[src/sv/bap_pkg.sv]
// types, codes and constants of the advertising-data structure parser
package bap_pkg;

    localparam int MAX_PAYLOAD_DEF = 255;

    localparam logic [1:0] ROLE_LENGTH  = 2'd0;
    localparam logic [1:0] ROLE_TYPE    = 2'd1;
    localparam logic [1:0] ROLE_DATA    = 2'd2;
    localparam logic [1:0] ROLE_IGNORED = 2'd3;

    localparam logic [1:0] ERR_NONE       = 2'd0;
    localparam logic [1:0] ERR_ZERO_LEN   = 2'd1;
    localparam logic [1:0] ERR_PAST_END   = 2'd2;

    localparam logic [2:0] KIND_NONE       = 3'd0;
    localparam logic [2:0] KIND_FLAGS      = 3'd1;
    localparam logic [2:0] KIND_TX_POWER   = 3'd2;
    localparam logic [2:0] KIND_MANUF      = 3'd3;
    localparam logic [2:0] KIND_APPEARANCE = 3'd4;
    localparam logic [2:0] KIND_DEV_CLASS  = 3'd5;

    localparam logic [7:0] AD_FLAGS      = 8'h01;
    localparam logic [7:0] AD_TX_POWER   = 8'h0a;
    localparam logic [7:0] AD_DEV_CLASS  = 8'h0d;
    localparam logic [7:0] AD_APPEARANCE = 8'h19;
    localparam logic [7:0] AD_MANUF      = 8'hff;

    typedef enum logic [3:0] {
        PH_LENGTH = 4'b0001,
        PH_TYPE   = 4'b0010,
        PH_DATA   = 4'b0100,
        PH_ERROR  = 4'b1000
    } t_phase;

    typedef struct packed {
        logic [7:0] payload_byte;
        logic [7:0] payload_length;
    } t_in_item;

    typedef struct packed {
        logic [1:0]  byte_role;
        logic [7:0]  ad_type;
        logic [7:0]  data_index;
        logic [7:0]  data_octet;
        logic        structure_end;
        logic [1:0]  error_code;
        logic [2:0]  decoded_kind;
        logic [23:0] decoded_value;
        logic        too_short;
        logic [9:0]  appearance_category;
        logic [4:0]  major_class;
        logic        payload_end;
    } t_out_item;

endpackage

[src/sv/ble_adv_structure_parser.sv]
// top level of the advertising-data structure parser
//
// Takes one payload octet per item on the input channel (i_in_valid /
// o_in_stall / i_in_item) with the payload length repeated on every octet,
// and gives one result item per octet on the output channel (o_out_valid /
// i_out_stall / o_out_item): the octet's role, structure type, data index,
// error code and, on the octet that completes a structure, the decoded value.
// o_out_valid is registered; one item can be accepted every cycle while
// o_in_stall is low. Parse state lives next to the input side and is
// updated at each accepted octet; the result goes to an output register
// backed by a one-entry skid register, so an octet is still accepted while
// a result waits. o_in_stall rises only when both registers hold results,
// and it comes straight from a register. After the last octet of a payload
// the parse state returns to its reset values.
// Reset clears the parse state and both valid flags; no result is pending.
// While o_out_valid is high and the receiver holds i_out_stall, o_out_item stays unchanged.
module ble_adv_structure_parser
    import bap_pkg::*;
#(
    parameter int MAX_PAYLOAD = MAX_PAYLOAD_DEF
) (
    input  logic      i_clk,
    input  logic      i_rst_n,
    input  logic      i_in_valid,
    output logic      o_in_stall,
    input  t_in_item  i_in_item,
    output logic      o_out_valid,
    input  logic      i_out_stall,
    output t_out_item o_out_item
);

    localparam logic [7:0] MAX_LEN = 8'(MAX_PAYLOAD);

    t_phase      r_phase, n_phase;
    logic [7:0]  r_offset, n_offset;
    logic [7:0]  r_remaining, n_remaining;
    logic [7:0]  r_type, n_type;
    logic [7:0]  r_position, n_position;
    logic [23:0] r_accum, n_accum;

    logic        r_out_valid, r_skid_valid;
    t_out_item   r_out_item, r_skid_item;
    t_out_item   n_item;

    logic        in_accept, out_take;
    logic [7:0]  b;
    logic [7:0]  eff_len;
    logic        do_decode;
    logic [2:0]  dec_kind;
    logic [1:0]  dec_need;
    logic [23:0] dec_mask;
    logic [23:0] dec_value;
    logic        dec_short;

    assign in_accept   = i_in_valid && !r_skid_valid;
    assign out_take    = r_out_valid && !i_out_stall;
    assign o_in_stall  = r_skid_valid;
    assign o_out_valid = r_out_valid;
    assign o_out_item  = r_out_item;
    assign b           = i_in_item.payload_byte;

    // effective payload length clamped to 1..MAX_PAYLOAD
    always_comb begin
        if (i_in_item.payload_length == 8'd0) begin
            eff_len = 8'd1;
        end else if (i_in_item.payload_length > MAX_LEN) begin
            eff_len = MAX_LEN;
        end else begin
            eff_len = i_in_item.payload_length;
        end
    end

    always_comb begin
        n_phase     = r_phase;
        n_offset    = r_offset;
        n_remaining = r_remaining;
        n_type      = r_type;
        n_position  = r_position;
        n_accum     = r_accum;
        do_decode   = 1'b0;
        n_item      = '0;
        n_item.data_octet = b;

        case (r_phase)
            PH_LENGTH: begin
                n_item.byte_role = ROLE_LENGTH;
                if (b == 8'd0) begin
                    n_item.error_code = ERR_ZERO_LEN;
                    n_phase           = PH_ERROR;
                end else if ({2'b00, r_offset} + 10'd1 + {2'b00, b} > {2'b00, eff_len}) begin
                    n_item.error_code = ERR_PAST_END;
                    n_phase           = PH_ERROR;
                end else begin
                    n_remaining = b;
                    n_phase     = PH_TYPE;
                end
            end
            PH_TYPE: begin
                n_item.byte_role = ROLE_TYPE;
                n_item.ad_type   = b;
                n_type           = b;
                n_position       = 8'd0;
                n_accum          = 24'd0;
                n_remaining      = r_remaining - 8'd1;
                if (n_remaining == 8'd0) begin
                    n_item.structure_end = 1'b1;
                    do_decode            = 1'b1;
                    n_phase              = PH_LENGTH;
                end else begin
                    n_phase = PH_DATA;
                end
            end
            PH_DATA: begin
                n_item.byte_role  = ROLE_DATA;
                n_item.ad_type    = r_type;
                n_item.data_index = r_position;
                case (r_position)
                    8'd0:    n_accum = r_accum | {16'd0, b};
                    8'd1:    n_accum = r_accum | {8'd0, b, 8'd0};
                    8'd2:    n_accum = r_accum | {b, 16'd0};
                    default: n_accum = r_accum;
                endcase
                n_position  = (r_position == 8'hff) ? r_position : r_position + 8'd1;
                n_remaining = r_remaining - 8'd1;
                if (n_remaining == 8'd0) begin
                    n_item.structure_end = 1'b1;
                    do_decode            = 1'b1;
                    n_phase              = PH_LENGTH;
                end
            end
            default: begin
                n_item.byte_role = ROLE_IGNORED;
            end
        endcase

        // decode of the completed structure
        case (n_type)
            AD_FLAGS: begin
                dec_kind = KIND_FLAGS;
                dec_need = 2'd1;
                dec_mask = 24'h0000ff;
            end
            AD_TX_POWER: begin
                dec_kind = KIND_TX_POWER;
                dec_need = 2'd1;
                dec_mask = 24'h0000ff;
            end
            AD_MANUF: begin
                dec_kind = KIND_MANUF;
                dec_need = 2'd2;
                dec_mask = 24'h00ffff;
            end
            AD_APPEARANCE: begin
                dec_kind = KIND_APPEARANCE;
                dec_need = 2'd2;
                dec_mask = 24'h00ffff;
            end
            AD_DEV_CLASS: begin
                dec_kind = KIND_DEV_CLASS;
                dec_need = 2'd3;
                dec_mask = 24'hffffff;
            end
            default: begin
                dec_kind = KIND_NONE;
                dec_need = 2'd0;
                dec_mask = 24'h000000;
            end
        endcase
        dec_short = n_position < {6'd0, dec_need};
        dec_value = dec_short ? 24'd0 : (n_accum & dec_mask);

        if (do_decode && dec_kind != KIND_NONE) begin
            n_item.decoded_kind  = dec_kind;
            n_item.too_short     = dec_short;
            n_item.decoded_value = dec_value;
            if (dec_kind == KIND_APPEARANCE) begin
                n_item.appearance_category = dec_value[15:6];
            end
            if (dec_kind == KIND_DEV_CLASS) begin
                n_item.major_class = dec_value[12:8];
            end
        end

        // end of payload returns all state to reset
        if ({1'b0, r_offset} + 9'd1 >= {1'b0, eff_len}) begin
            n_item.payload_end = 1'b1;
            n_phase     = PH_LENGTH;
            n_offset    = 8'd0;
            n_remaining = 8'd0;
            n_type      = 8'd0;
            n_position  = 8'd0;
            n_accum     = 24'd0;
        end else begin
            n_offset = r_offset + 8'd1;
        end
    end

    // parse state
    always_ff @(posedge i_clk) begin
        if (!i_rst_n) begin
            r_phase     <= PH_LENGTH;
            r_offset    <= 8'd0;
            r_remaining <= 8'd0;
            r_type      <= 8'd0;
            r_position  <= 8'd0;
            r_accum     <= 24'd0;
        end else if (in_accept) begin
            r_phase     <= n_phase;
            r_offset    <= n_offset;
            r_remaining <= n_remaining;
            r_type      <= n_type;
            r_position  <= n_position;
            r_accum     <= n_accum;
        end
    end

    // output register and skid register
    always_ff @(posedge i_clk) begin
        if (!i_rst_n) begin
            r_out_valid  <= 1'b0;
            r_skid_valid <= 1'b0;
        end else if (r_skid_valid) begin
            if (out_take) begin
                r_skid_valid <= 1'b0;
            end
        end else if (!r_out_valid || out_take) begin
            r_out_valid <= in_accept;
        end else if (in_accept) begin
            r_skid_valid <= 1'b1;
        end
    end

    always_ff @(posedge i_clk) begin
        if (r_skid_valid) begin
            if (out_take) begin
                r_out_item <= r_skid_item;
            end
        end else if (!r_out_valid || out_take) begin
            if (in_accept) begin
                r_out_item <= n_item;
            end
        end else if (in_accept) begin
            r_skid_item <= n_item;
        end
    end

endmodule

[config.mk]
export PLATFORM = sky130hd
export DESIGN_NAME = ble_adv_structure_parser
export DESIGN_NICKNAME = d
export VERILOG_FILES = /design/src/sv/bap_pkg.sv /design/src/sv/ble_adv_structure_parser.sv
export SDC_FILE = /design/constraint.sdc
export NUM_CORES = 1
export LEC_CHECK = 0
export ABC_AREA = 0
export BUFFER_PORTS_ARGS = -buffer_cell sky130_fd_sc_hd__clkbuf_2
export CAP_MARGIN = 10
export CORE_MARGIN = 5
export CORE_UTILIZATION = 64
export CTS_CLUSTER_DIAMETER = 150
export DETAILED_ROUTE_END_ITERATION = 8
export PLACE_DENSITY = 0.87
export SYNTH_ARGS = -nofsm -noshare
export SYNTH_HDL_FRONTEND = slang
export SYNTH_SLANG_ARGS = --single-unit
[constraint.sdc]
create_clock -name i_clk -period 16.2 [get_ports i_clk]
set_input_delay 0.81 -clock i_clk [delete_from_list [all_inputs] [get_ports i_clk]]
set_output_delay 0.81 -clock i_clk [all_outputs]
set_load 0.01 [all_outputs]
; ---- After elaboration in Yosys (flattened, before gate mapping)
; Cells that the tools add are included.
[classes]
bitwise = 6
n_eq_ne = 17
reduce_logical = 24
n_lt_le_gt_ge = 4
addsub = 6
n_mux = 45
[op_table]
columns = cell, n
row1 = 73-bit 2-to-1 mux, 4
row2 = 24-bit case mux with 3 select lines, 2
row3 = 8-bit 2-to-1 mux, 11
row4 = 24-bit 2-to-1 mux, 2
row5 = 24-bit case mux with 2 select lines, 1
row6 = 8-bit case mux with 2 select lines, 3
row7 = 43-bit 2-to-1 mux, 1
row8 = 8-bit logical NOT, 4
row9 = 24-bit AND, 1
row10 = 24-bit by 16-bit OR with 24-bit output, 1
row11 = 24-bit OR, 1
row12 = 24-bit by 8-bit OR with 24-bit output, 1
row13 = "8-bit by 1-bit adder with 9-bit output, second input constant", 2
row14 = "8-bit by 1-bit adder with 8-bit output, second input constant", 2
row15 = "8-bit by 1-bit == test with 1-bit output, second input constant", 2
row16 = "8-bit by 4-bit == test with 1-bit output, second input constant", 2
row17 = "8-bit == test, second input constant", 2
row18 = 4-bit 2-to-1 mux, 4
row19 = 3-bit case mux with 5 select lines, 1
row20 = 2-bit case mux with 3 select lines, 2
row21 = 4-bit case mux with 3 select lines, 1
row22 = 9-bit by 8-bit adder with 10-bit output, 1
row23 = 10-bit by 8-bit > comparator with 1-bit output, 1
row24 = 10-bit 2-to-1 mux, 1
row25 = other kinds (27), 49
[totals]
register_bits = 208
inputBits = 20

; ---- Logic depth before layout (Yosys ltp)
; Gate-level depths: netlist of run 1.
[depth]
depth_word = 12
mapped_depth = 19
depth_no_buf = 17

; ---- Least setup slack after synthesis of run 1
; No wires, ideal clock.
[synth_timing]
path_kind = input port to flip-flop
from = in i_in_valid
to = reg r_out_item, in the netlist o_out_item[0], enable pin
arrival_time_ps = 5069
setup_ps = 528
slack_ps = 10602
path_buffers = 2
path_stages = 5
t_required_ps = 15672
cell_sequence = nor2b_1 -> clkbuf_1 -> clkbuf_1 -> a21oi_1 -> a21oi_1
[synth_via]
elab_chain_len = 3
[synth_lines]
columns = item, line_no
row1 = "start, declared", ble_adv_structure_parser.sv:24  ; input logic i_in_valid,
row2 = 1-bit logical AND, ble_adv_structure_parser.sv:55  ; assign in_accept = i_in_valid && !r_skid_valid;
row3 = 2-bit nonzero test (no line), n/a
row4 = 3-bit AND reduction (no line), n/a
row5 = "end signal, assigned", ble_adv_structure_parser.sv:236  ; r_out_item <= r_skid_item;
row6 = "end signal, assigned", ble_adv_structure_parser.sv:240  ; r_out_item <= n_item;
row7 = "end, declared", ble_adv_structure_parser.sv:42  ; t_out_item r_out_item, r_skid_item;
; No other way between the ends.
; A chain may end at the register's enable or synchronous reset.

; ---- Worst setup path after layout of run 1
[layout_timing]
from = reg r_offset[2]
to = reg r_remaining[6]
[layout_via]
elab_chain_len = 5
word_cells_on_any_way = 10
classes_between = add/sub (3) / order compare (2) / eq/ne (2) / mux (1) / reduce/logical (2)
[layout_lines]
columns = item, line_no
row1 = "start, declared", ble_adv_structure_parser.sv:35  ; logic [7:0] r_offset, n_offset;
row2 = "start signal, assigned", ble_adv_structure_parser.sv:209  ; r_offset <= n_offset;
row3 = 8-bit by 1-bit adder with 9-bit output, "ble_adv_structure_parser.sv:90, ble_adv_structure_parser.sv:185"
row4 = 9-bit by 8-bit adder with 10-bit output, ble_adv_structure_parser.sv:90  ; end else if ({2'b00, r_offset} + 10'd1 + {2'b00, b} > {2'b00, eff_len}) begin
row5 = 10-bit by 8-bit > comparator with 1-bit output, ble_adv_structure_parser.sv:90
row6 = 3-bit inequality test (no line), n/a
row7 = 4-bit AND reduction (no line), n/a
row8 = "end signal, assigned", ble_adv_structure_parser.sv:210  ; r_remaining <= n_remaining;
row9 = "end, declared", ble_adv_structure_parser.sv:36  ; logic [7:0] r_remaining, n_remaining;
; Several ways; a longest one is shown, not always the timed one.

==> results of run 1 <==
-- cell type report --
class,count,share of cell area [%]
Timing Repair Buffer,107,4.98
Tap cell,216,2.38
Clock inverter,10,0.529
Sequential cell,208,49.6
Multi-Input combinational cell,639,36.4
Inverter,35,1.16
Clock buffer,27,4.92
-- through the flow --
step / cells / util [%]
after floorplan: 957 / -
after global routing: 1242 / 72.2
after global placement: 1204 / 68.3
after CTS: 1241 / 72.2
final: 1242 / 72.2
after detailed placement: 1204 / 68.3
-- cells by family after synthesis --
kind of cell | after synthesis
muxes | 26
xor gates and xnor gates | 20
AOI/OAI and AO/OA | 231
buffers and inverters | 110
DFF | 208
and+or+nand+nor | 329
adders and majority gates | 33
-- worst max path at each step --
stage	start	end	slack, ps	cells after the start
2_1_floorplan	i_in_valid	o_out_item[0]	10600	5
3_3_place_gp	i_in_item[8]	r_remaining[3]	11860	17
3_5_place_dp	i_in_item[8]	r_remaining[7]	11690	17
4_1_cts	r_offset[1]	r_remaining[6]	12020	13
5_1_grt	r_offset[1]	r_remaining[4]	11710	13
6_report	r_offset[2]	r_remaining[6]	11980	13
-- worst min-delay path: stages, from the launching register on --
cell and delay [ps]:
dfxtp_1 310, nand2_1 50, a21oi_1 50
-- power groups by stage --
stage	sequential (W)	clock [W]	combinational (W)
5_1_grt	0.000619	0.000468	0.000182
3_3_place_gp	0.000626	0	0.000158
4_1_cts	0.000616	0.000444	0.000165
2_1_floorplan	0.000631	0	0.000105
3_5_place_dp	0.000628	0	0.000163
6_report	0.000616	0.000438	0.000166
-- layout by cell type, fill, tap and decap left out, types with 9 or more instances in the layout --
cell type	count
a21oi_1	59
a22o_1	14
a22oi_1	10
a31oi_1	12
a32oi_1	22
and2_1	11
buf_4	12
clkbuf_16	21
clkbuf_2	94
dfxtp_1	61
edfxtp_1	146
ha_1	32
inv_1	33
mux2_2	24
nand2_1	85
nand2b_1	12
nand3_1	19
nand4_1	10
nor2_1	81
nor3_1	49
nor4_1	18
o21ai_0	20
o21ai_1	23
o21ai_2	10
o31ai_1	9
xnor2_1	11
xor2_1	9
-- layer usage --
layer	up-vias	wire (um)
li1	3679	-
met4	0	771
met1	3697	9200
met3	74	2040
met5	-	0
met2	413	11700
-- registers in the layout (all words and copies together) (netlist names) --
register and count:
r_skid_item 73, r_position 8, o_out_valid 1, r_accum 24, o_out_item 73, r_remaining 8, r_phase 4, r_type 8
o_in_stall 1, r_offset 8
==> summary.txt, run 1 <==
Synth Register Bits -> 208
Grt ovf -> 0
H-tree Lvls -> 1
Simple-gate share of the synthesized area -> 16.2%
Sw frac -> 26.1%
Most used DFF post-synth -> edfxtp_1
Largest net degree at the start of global routing -> 74
Clock root cell -> clkbuf_16
Top Usage Layer GRT -> met2
GR Layer Usage met1 -> 33.6%
Area grow syn2layout -> 11.8%
CP Max Fanout -> 35
Period utilization -> 26.0%
Crit path time final -> 4220 ps
CTS resizes -> 0
Sw Pwr -> 0.000319 W
Worst rel slew slack -> 30.4%
Req. time, crit path -> 16,600 ps
FF/Latch Area -> 5630 um2
Slew Viols, Final -> 0
Share of layout cells above drive strength 1 -> 18.3%
Worst clock skew -> 16.1 ps
Antenna violations before repair -> 0
Initial DRT Pass Iterations -> 6
Worst path cell trace -> nand3_1 > nor2_1 > xor2_1 > ha_1 > a21o_1 > a21oi_1 > o221a_2 > o31a_1 > clkinv_1 > buf_4 > nor2_1 > nand3_1 > o22ai_1
Vias in the first global route -> 7,482
Hold Startpoint -> r_accum[6]
Ant diodes -> 0
Routed len/inst -> 19.1 um
Buffers on Ports -> 94
Pleak -> 4.17 nW
Largest area contributor in the netlist -> edfxtp_1
Largest family of logic cells by synthesized area -> simple AND/OR/NAND/NOR gates
Post-synth EDFFs -> 146
Detail Route Antenna Nets -> 0
Clock group share of total power -> 35.9%
CTS clk-pin slew, worst paths -> 60 ps
DRC Markers -> 0
Cell family with most CP delay -> simple AND/OR/NAND/NOR gates
Max Cap Viol -> 0
Buffers & Inverters on Critical Path -> 2
Post-Synth XOR/XNOR Area -> 1.73%
Synthesized cell area -> 10,200 um2
DR vias/cell -> 6.33
Hold-fix buffers, CTS -> 0
Hpwl dp -> 15,100 um
Synth Area in Adders -> 4.14%
RSZ-0062 raised after global routing -> false
Final hold slack -> 457 ps
Mux cell area share after synthesis -> 2.87%
Die Ht -> 136 um
Ports -> 95
Total Wirelength -> 23,700 um
Startpoint types -> flop
Postcts setup bufs -> 0
P_int -> 0.000902 W
Async SR Flop Fraction -> 0%
Post-synthesis compound-gate area fraction -> 15.5%
Crit-path slowest cell -> o31a_1
Syn Nets -> 1,010
Core box area -> 15,700 um2
Crit-path max cell delay -> 550 ps
Crit path DAT -> 4620 ps
Mapped Cells -> 957
Final Hold Vio Count -> 0
Placed instance area -> 10,700 um2
Register-to-Register Path Depth -> 13
Crit path kind -> reg2reg
Overall global routing resource usage -> 25.7%
Yosys top cell area share -> 43.2%
GR Util met2 -> 43.5%
Chip width -> 136 um
DRT iter0 DRCs -> 844
Area taken by multi-input logic gates -> 4130 um2
Cell variety after synth -> 73
Fmax -> 237 MHz
Via count -> 7,863
Gpl congestion -> 0.859
Combinational fraction of design power -> 13.6%
CTS max path bufs -> 3
R2R Setup Slk -> 11,980 ps
Fillers -> 1,087
Status -> complete, no violations
Syn_area_per_cell -> 10.6 um2
Initial core utilization -> 64.6%
Design area -> 11,300 um2
Final worst slack -> 11,980 ps
Synth top area cells -> edfxtp_1 (43%), dfxtp_1 (12%), ha_1 (3.9%)
CTS tree -> done
Power Density -> 108 nW/um2
WHS Path Cells -> 2
Sequential area share after synthesis -> 55.4%
Setup violators final -> 0
Nets@finish -> 1,065
Num rows -> 46
Hold path endpoint -> r_accum[6]
Fin Setup TNS -> 0 ps
Clk_lat worst skew -> 490 ps
Peak supply drop -> 69.3 uV
Worst Max-Slew Pin Slew -> 1040 ps
Power Total -> 0.00122 W
Clock net sink count -> 208
Crit Reg-Reg Startpoint -> r_offset[2]
CP Capture Type -> flop
Most frequent cells after synthesis -> edfxtp_1 (146), nand2_1 (85), nor2_1 (81)
Reg power frac -> 50.5%
Cts bufs inserted -> 21
Yosys warnings -> 0
Worst reg2reg endpoint -> r_remaining[6]
First-pass GRT wire length -> 38,100 um
Most common cell in the netlist -> edfxtp_1
Worst slack, placed -> 11,690 ps
Worst hold path type -> reg2reg
M3 GR Usage -> 4.26%
DIE AREA -> 18,500 um2
Note: power is estimated with default switching activity, not from simulation.
==> run 2, diff against run 1 <==
--- a/config.mk
+++ b/config.mk
@@ -9,10 +9,10 @@
 export BUFFER_PORTS_ARGS = -buffer_cell sky130_fd_sc_hd__clkbuf_2
 export CAP_MARGIN = 10
 export CORE_MARGIN = 5
-export CORE_UTILIZATION = 64
+export CORE_UTILIZATION = 54
 export CTS_CLUSTER_DIAMETER = 150
 export DETAILED_ROUTE_END_ITERATION = 8
-export PLACE_DENSITY = 0.87
+export PLACE_DENSITY = 0.79
 export SYNTH_ARGS = -nofsm -noshare
 export SYNTH_HDL_FRONTEND = slang
 export SYNTH_SLANG_ARGS = --single-unit
==> constraint.sdc (replaced) <==
create_clock -name i_clk -period 3.5 [get_ports i_clk]
set_input_delay 0.175 -clock i_clk [delete_from_list [all_inputs] [get_ports i_clk]]
set_output_delay 0.175 -clock i_clk [all_outputs]
set_load 0.01 [all_outputs]
==> run 2 against run 1 <==
  * Routed wire length up 4.0%
  * Non-clock buffer count increased by 37
  * Die area grew 17%
  * Core utilization is 8.7 points lower
  * Maximum frequency rose by 26%
  * Register-to-register slack worse by 12000 ps
  * Final area is 4.0% higher
  * Total power increased to 4.8 times the previous value
  * Critical path depth grew 4
  * Clock skew down 6.3 ps
  * Combinational power grew to 5.2 times the previous value
  * Critical endpoint is now r_remaining[3]
==> summary.txt, run 2 (synthesis results as in run 1) <==
DRT iter0 DRCs -> 764 (-9.5%)
Crit path time final -> 3350 ps (-873 ps)
Fmax -> 299 MHz (+26%)
CP Max Fanout -> 6 (-83%)
Slew Viols, Final -> 0 (unchanged)
Worst Max-Slew Pin Slew -> 1010 ps (-34.7 ps)
Fin Setup TNS -> 0 ps (unchanged)
Most frequent cells in the layout -> edfxtp_1 (146), clkbuf_2 (94), nand2_1 (85)
Power Density -> 500 nW/um2 (+360%)
Leading cell type in the layout, fill and taps excluded -> edfxtp_1
Fin cells -> 1,300 (+4.7%)
Buffers & Inverters on Critical Path -> 3 (+1)
Total Wirelength -> 24,600 um (+4.0%)
Design area -> 11,800 um2 (+4.0%)
Max Cap Viol -> 0 (unchanged)
Startpoint types -> flop
Placed instance area -> 11,000 um2 (+2.9%)
Area grow syn2layout -> 16.3%
DR vias/cell -> 6.13 (-3.2%)
Cts bufs inserted -> 22 (+4.8%)
Nets@finish -> 1,103 (+3.6%)
CTS max path bufs -> 3 (unchanged)
Overall global routing resource usage -> 22.3% (-3.4 points)
First-pass GRT wire length -> 39,800 um (+4.4%)
Worst rel slew slack -> 32.7% (+2.3 points)
CTS tree -> done
Routed len/inst -> 18.9 um (-0.63%)
Crit-path slowest cell -> fa_2
Core box area -> 18,600 um2 (+18%)
Clock net sink count -> 208 (unchanged)
CP Capture Type -> flop
Antenna violations before repair -> 0 (unchanged)
Worst path cell trace -> inv_1 > ha_1 > inv_1 > fa_2 > a211oi_4 > o21bai_1 > a21oi_1 > xnor2_1 > ha_1 > and4_1 > o2bb2ai_1 > a41o_1 > and2_2 > a21oi_1 > buf_4 > a21oi_1 > o22ai_1
Largest net degree at the start of global routing -> 74 (unchanged)
Worst slack, placed -> -52.2 ps (-11,740 ps)
Pleak -> 4.42 nW (+5.9%)
Clk_lat worst skew -> 500 ps (about the same)
Hpwl dp -> 16,000 um (+6.0%)
Placed cells -> 1,257 (+4.4%)
Chip width -> 147 um (+8.2%)
Die Ht -> 147 um (+8.2%)
DIE AREA -> 21,600 um2 (+17%)
Req. time, crit path -> 3920 ps (-12,680 ps)
Num rows -> 50 (+8.7%)
Status -> complete, no violations
Setup violators final -> 0 (unchanged)
Crit path DAT -> 3770 ps (-850 ps)
Worst clock skew -> 9.78 ps (-6.32 ps)
Final Hold Vio Count -> 0 (unchanged)
Most used cell, CP -> a21oi_1
Initial DRT Pass Iterations -> 6 (unchanged)
Crit-path max cell delay -> 380 ps (-170 ps)
CTS clk-pin slew, worst paths -> 60 ps (about the same)
Ant diodes -> 0 (unchanged)
Fillers -> 1,430 (+32%)
Crit path kind -> reg2reg
Period utilization -> 95.6% (+70 points)
Via count -> 7,969 (+1.3%)
Vias in the first global route -> 7,777 (+3.9%)
Buffers on Ports -> 94 (unchanged)
Clock root cell -> clkbuf_16
Detail Route Antenna Nets -> 0 (unchanged)
Peak supply drop -> 267 uV (+280%)
Initial core utilization -> 54.6% (-10 points)
Finished Core Util -> 63.5% (-8.7 points)
Ports -> 95 (unchanged)
H-tree Lvls -> 1 (unchanged)
Share of layout cells above drive strength 1 -> 22.4% (+4.1 points)
Worst hold path type -> in2reg
DRC Markers -> 0 (unchanged)
Final worst slack -> 154 ps (-11,830 ps)
Grt ovf -> 0 (unchanged)
Cell family with most CP delay -> compound AO/OA/AOI/OAI gates
Gpl congestion -> 0.959 (+12%)
-- run 2: stage by stage --
step,hold slack [ps],power [W]
after floorplan,274,0.00341
after CTS,45.7,0.00592
final,85.3,0.00590
after detailed placement,447,0.00371
after global routing,98.1,0.00614
after global placement,438,0.00369
-- run 2: what timing repair did --
action,in CTS,in global routing
resized for setup,1,12
endpoints found under the hold margin,1,0
endpoints found under the setup margin,6,87
pin swaps,0,3
buffers inserted,0,1
hold buffers,2,0
-- run 2: per-layer routing --
layer / wire (um) / track usage [%] / up-vias
met2: 12000 / 37.8 / 355
met3: 1800 / 3.79 / 63
met4: 811 / 8.43 / 0
met1: 10000 / 28.7 / 3788
met5: 0 / 0 / -
li1: - / - / 3763
-- run 2: tightest hold or removal path, stage by stage --
cell and delay (ps):
clkbuf_2 140, o21ai_0 90, a21oi_1 140
-- run 2: final cells by class --
type	count	area, um2	share of cell area, %
clock buffers	29	587	4.97
inverters	35	131	1.11
multi-input cells	639	4190	35.5
clock inverters	11	100	0.848
repair buffers	144	876	7.42
flip-flops and latches	208	5630	47.7
well taps	234	293	2.48
-- run 2: final timing paths --
kind / slack, ps / cells after the start / endpoint / startpoint
worst max-delay path: 150 / 17 / r_remaining[3] / r_offset[0]
worst min-delay path: 90 / 3 / o_out_valid / i_out_stall
worst max register to register: 150 / 17 / r_remaining[3] / r_offset[0]
worst min register to register: 450 / 2 / r_accum[6] / r_accum[6]
-- run 2: power by group --
part / leakage (nW) / internal, W / switching [W] / total (W)
logic: 2.15 / 0.000325 / 0.000532 / 0.000856
registers: 1.93 / 0.00277 / 0.0000693 / 0.00284
clock network: 0.336 / 0.00127 / 0.000937 / 0.00220
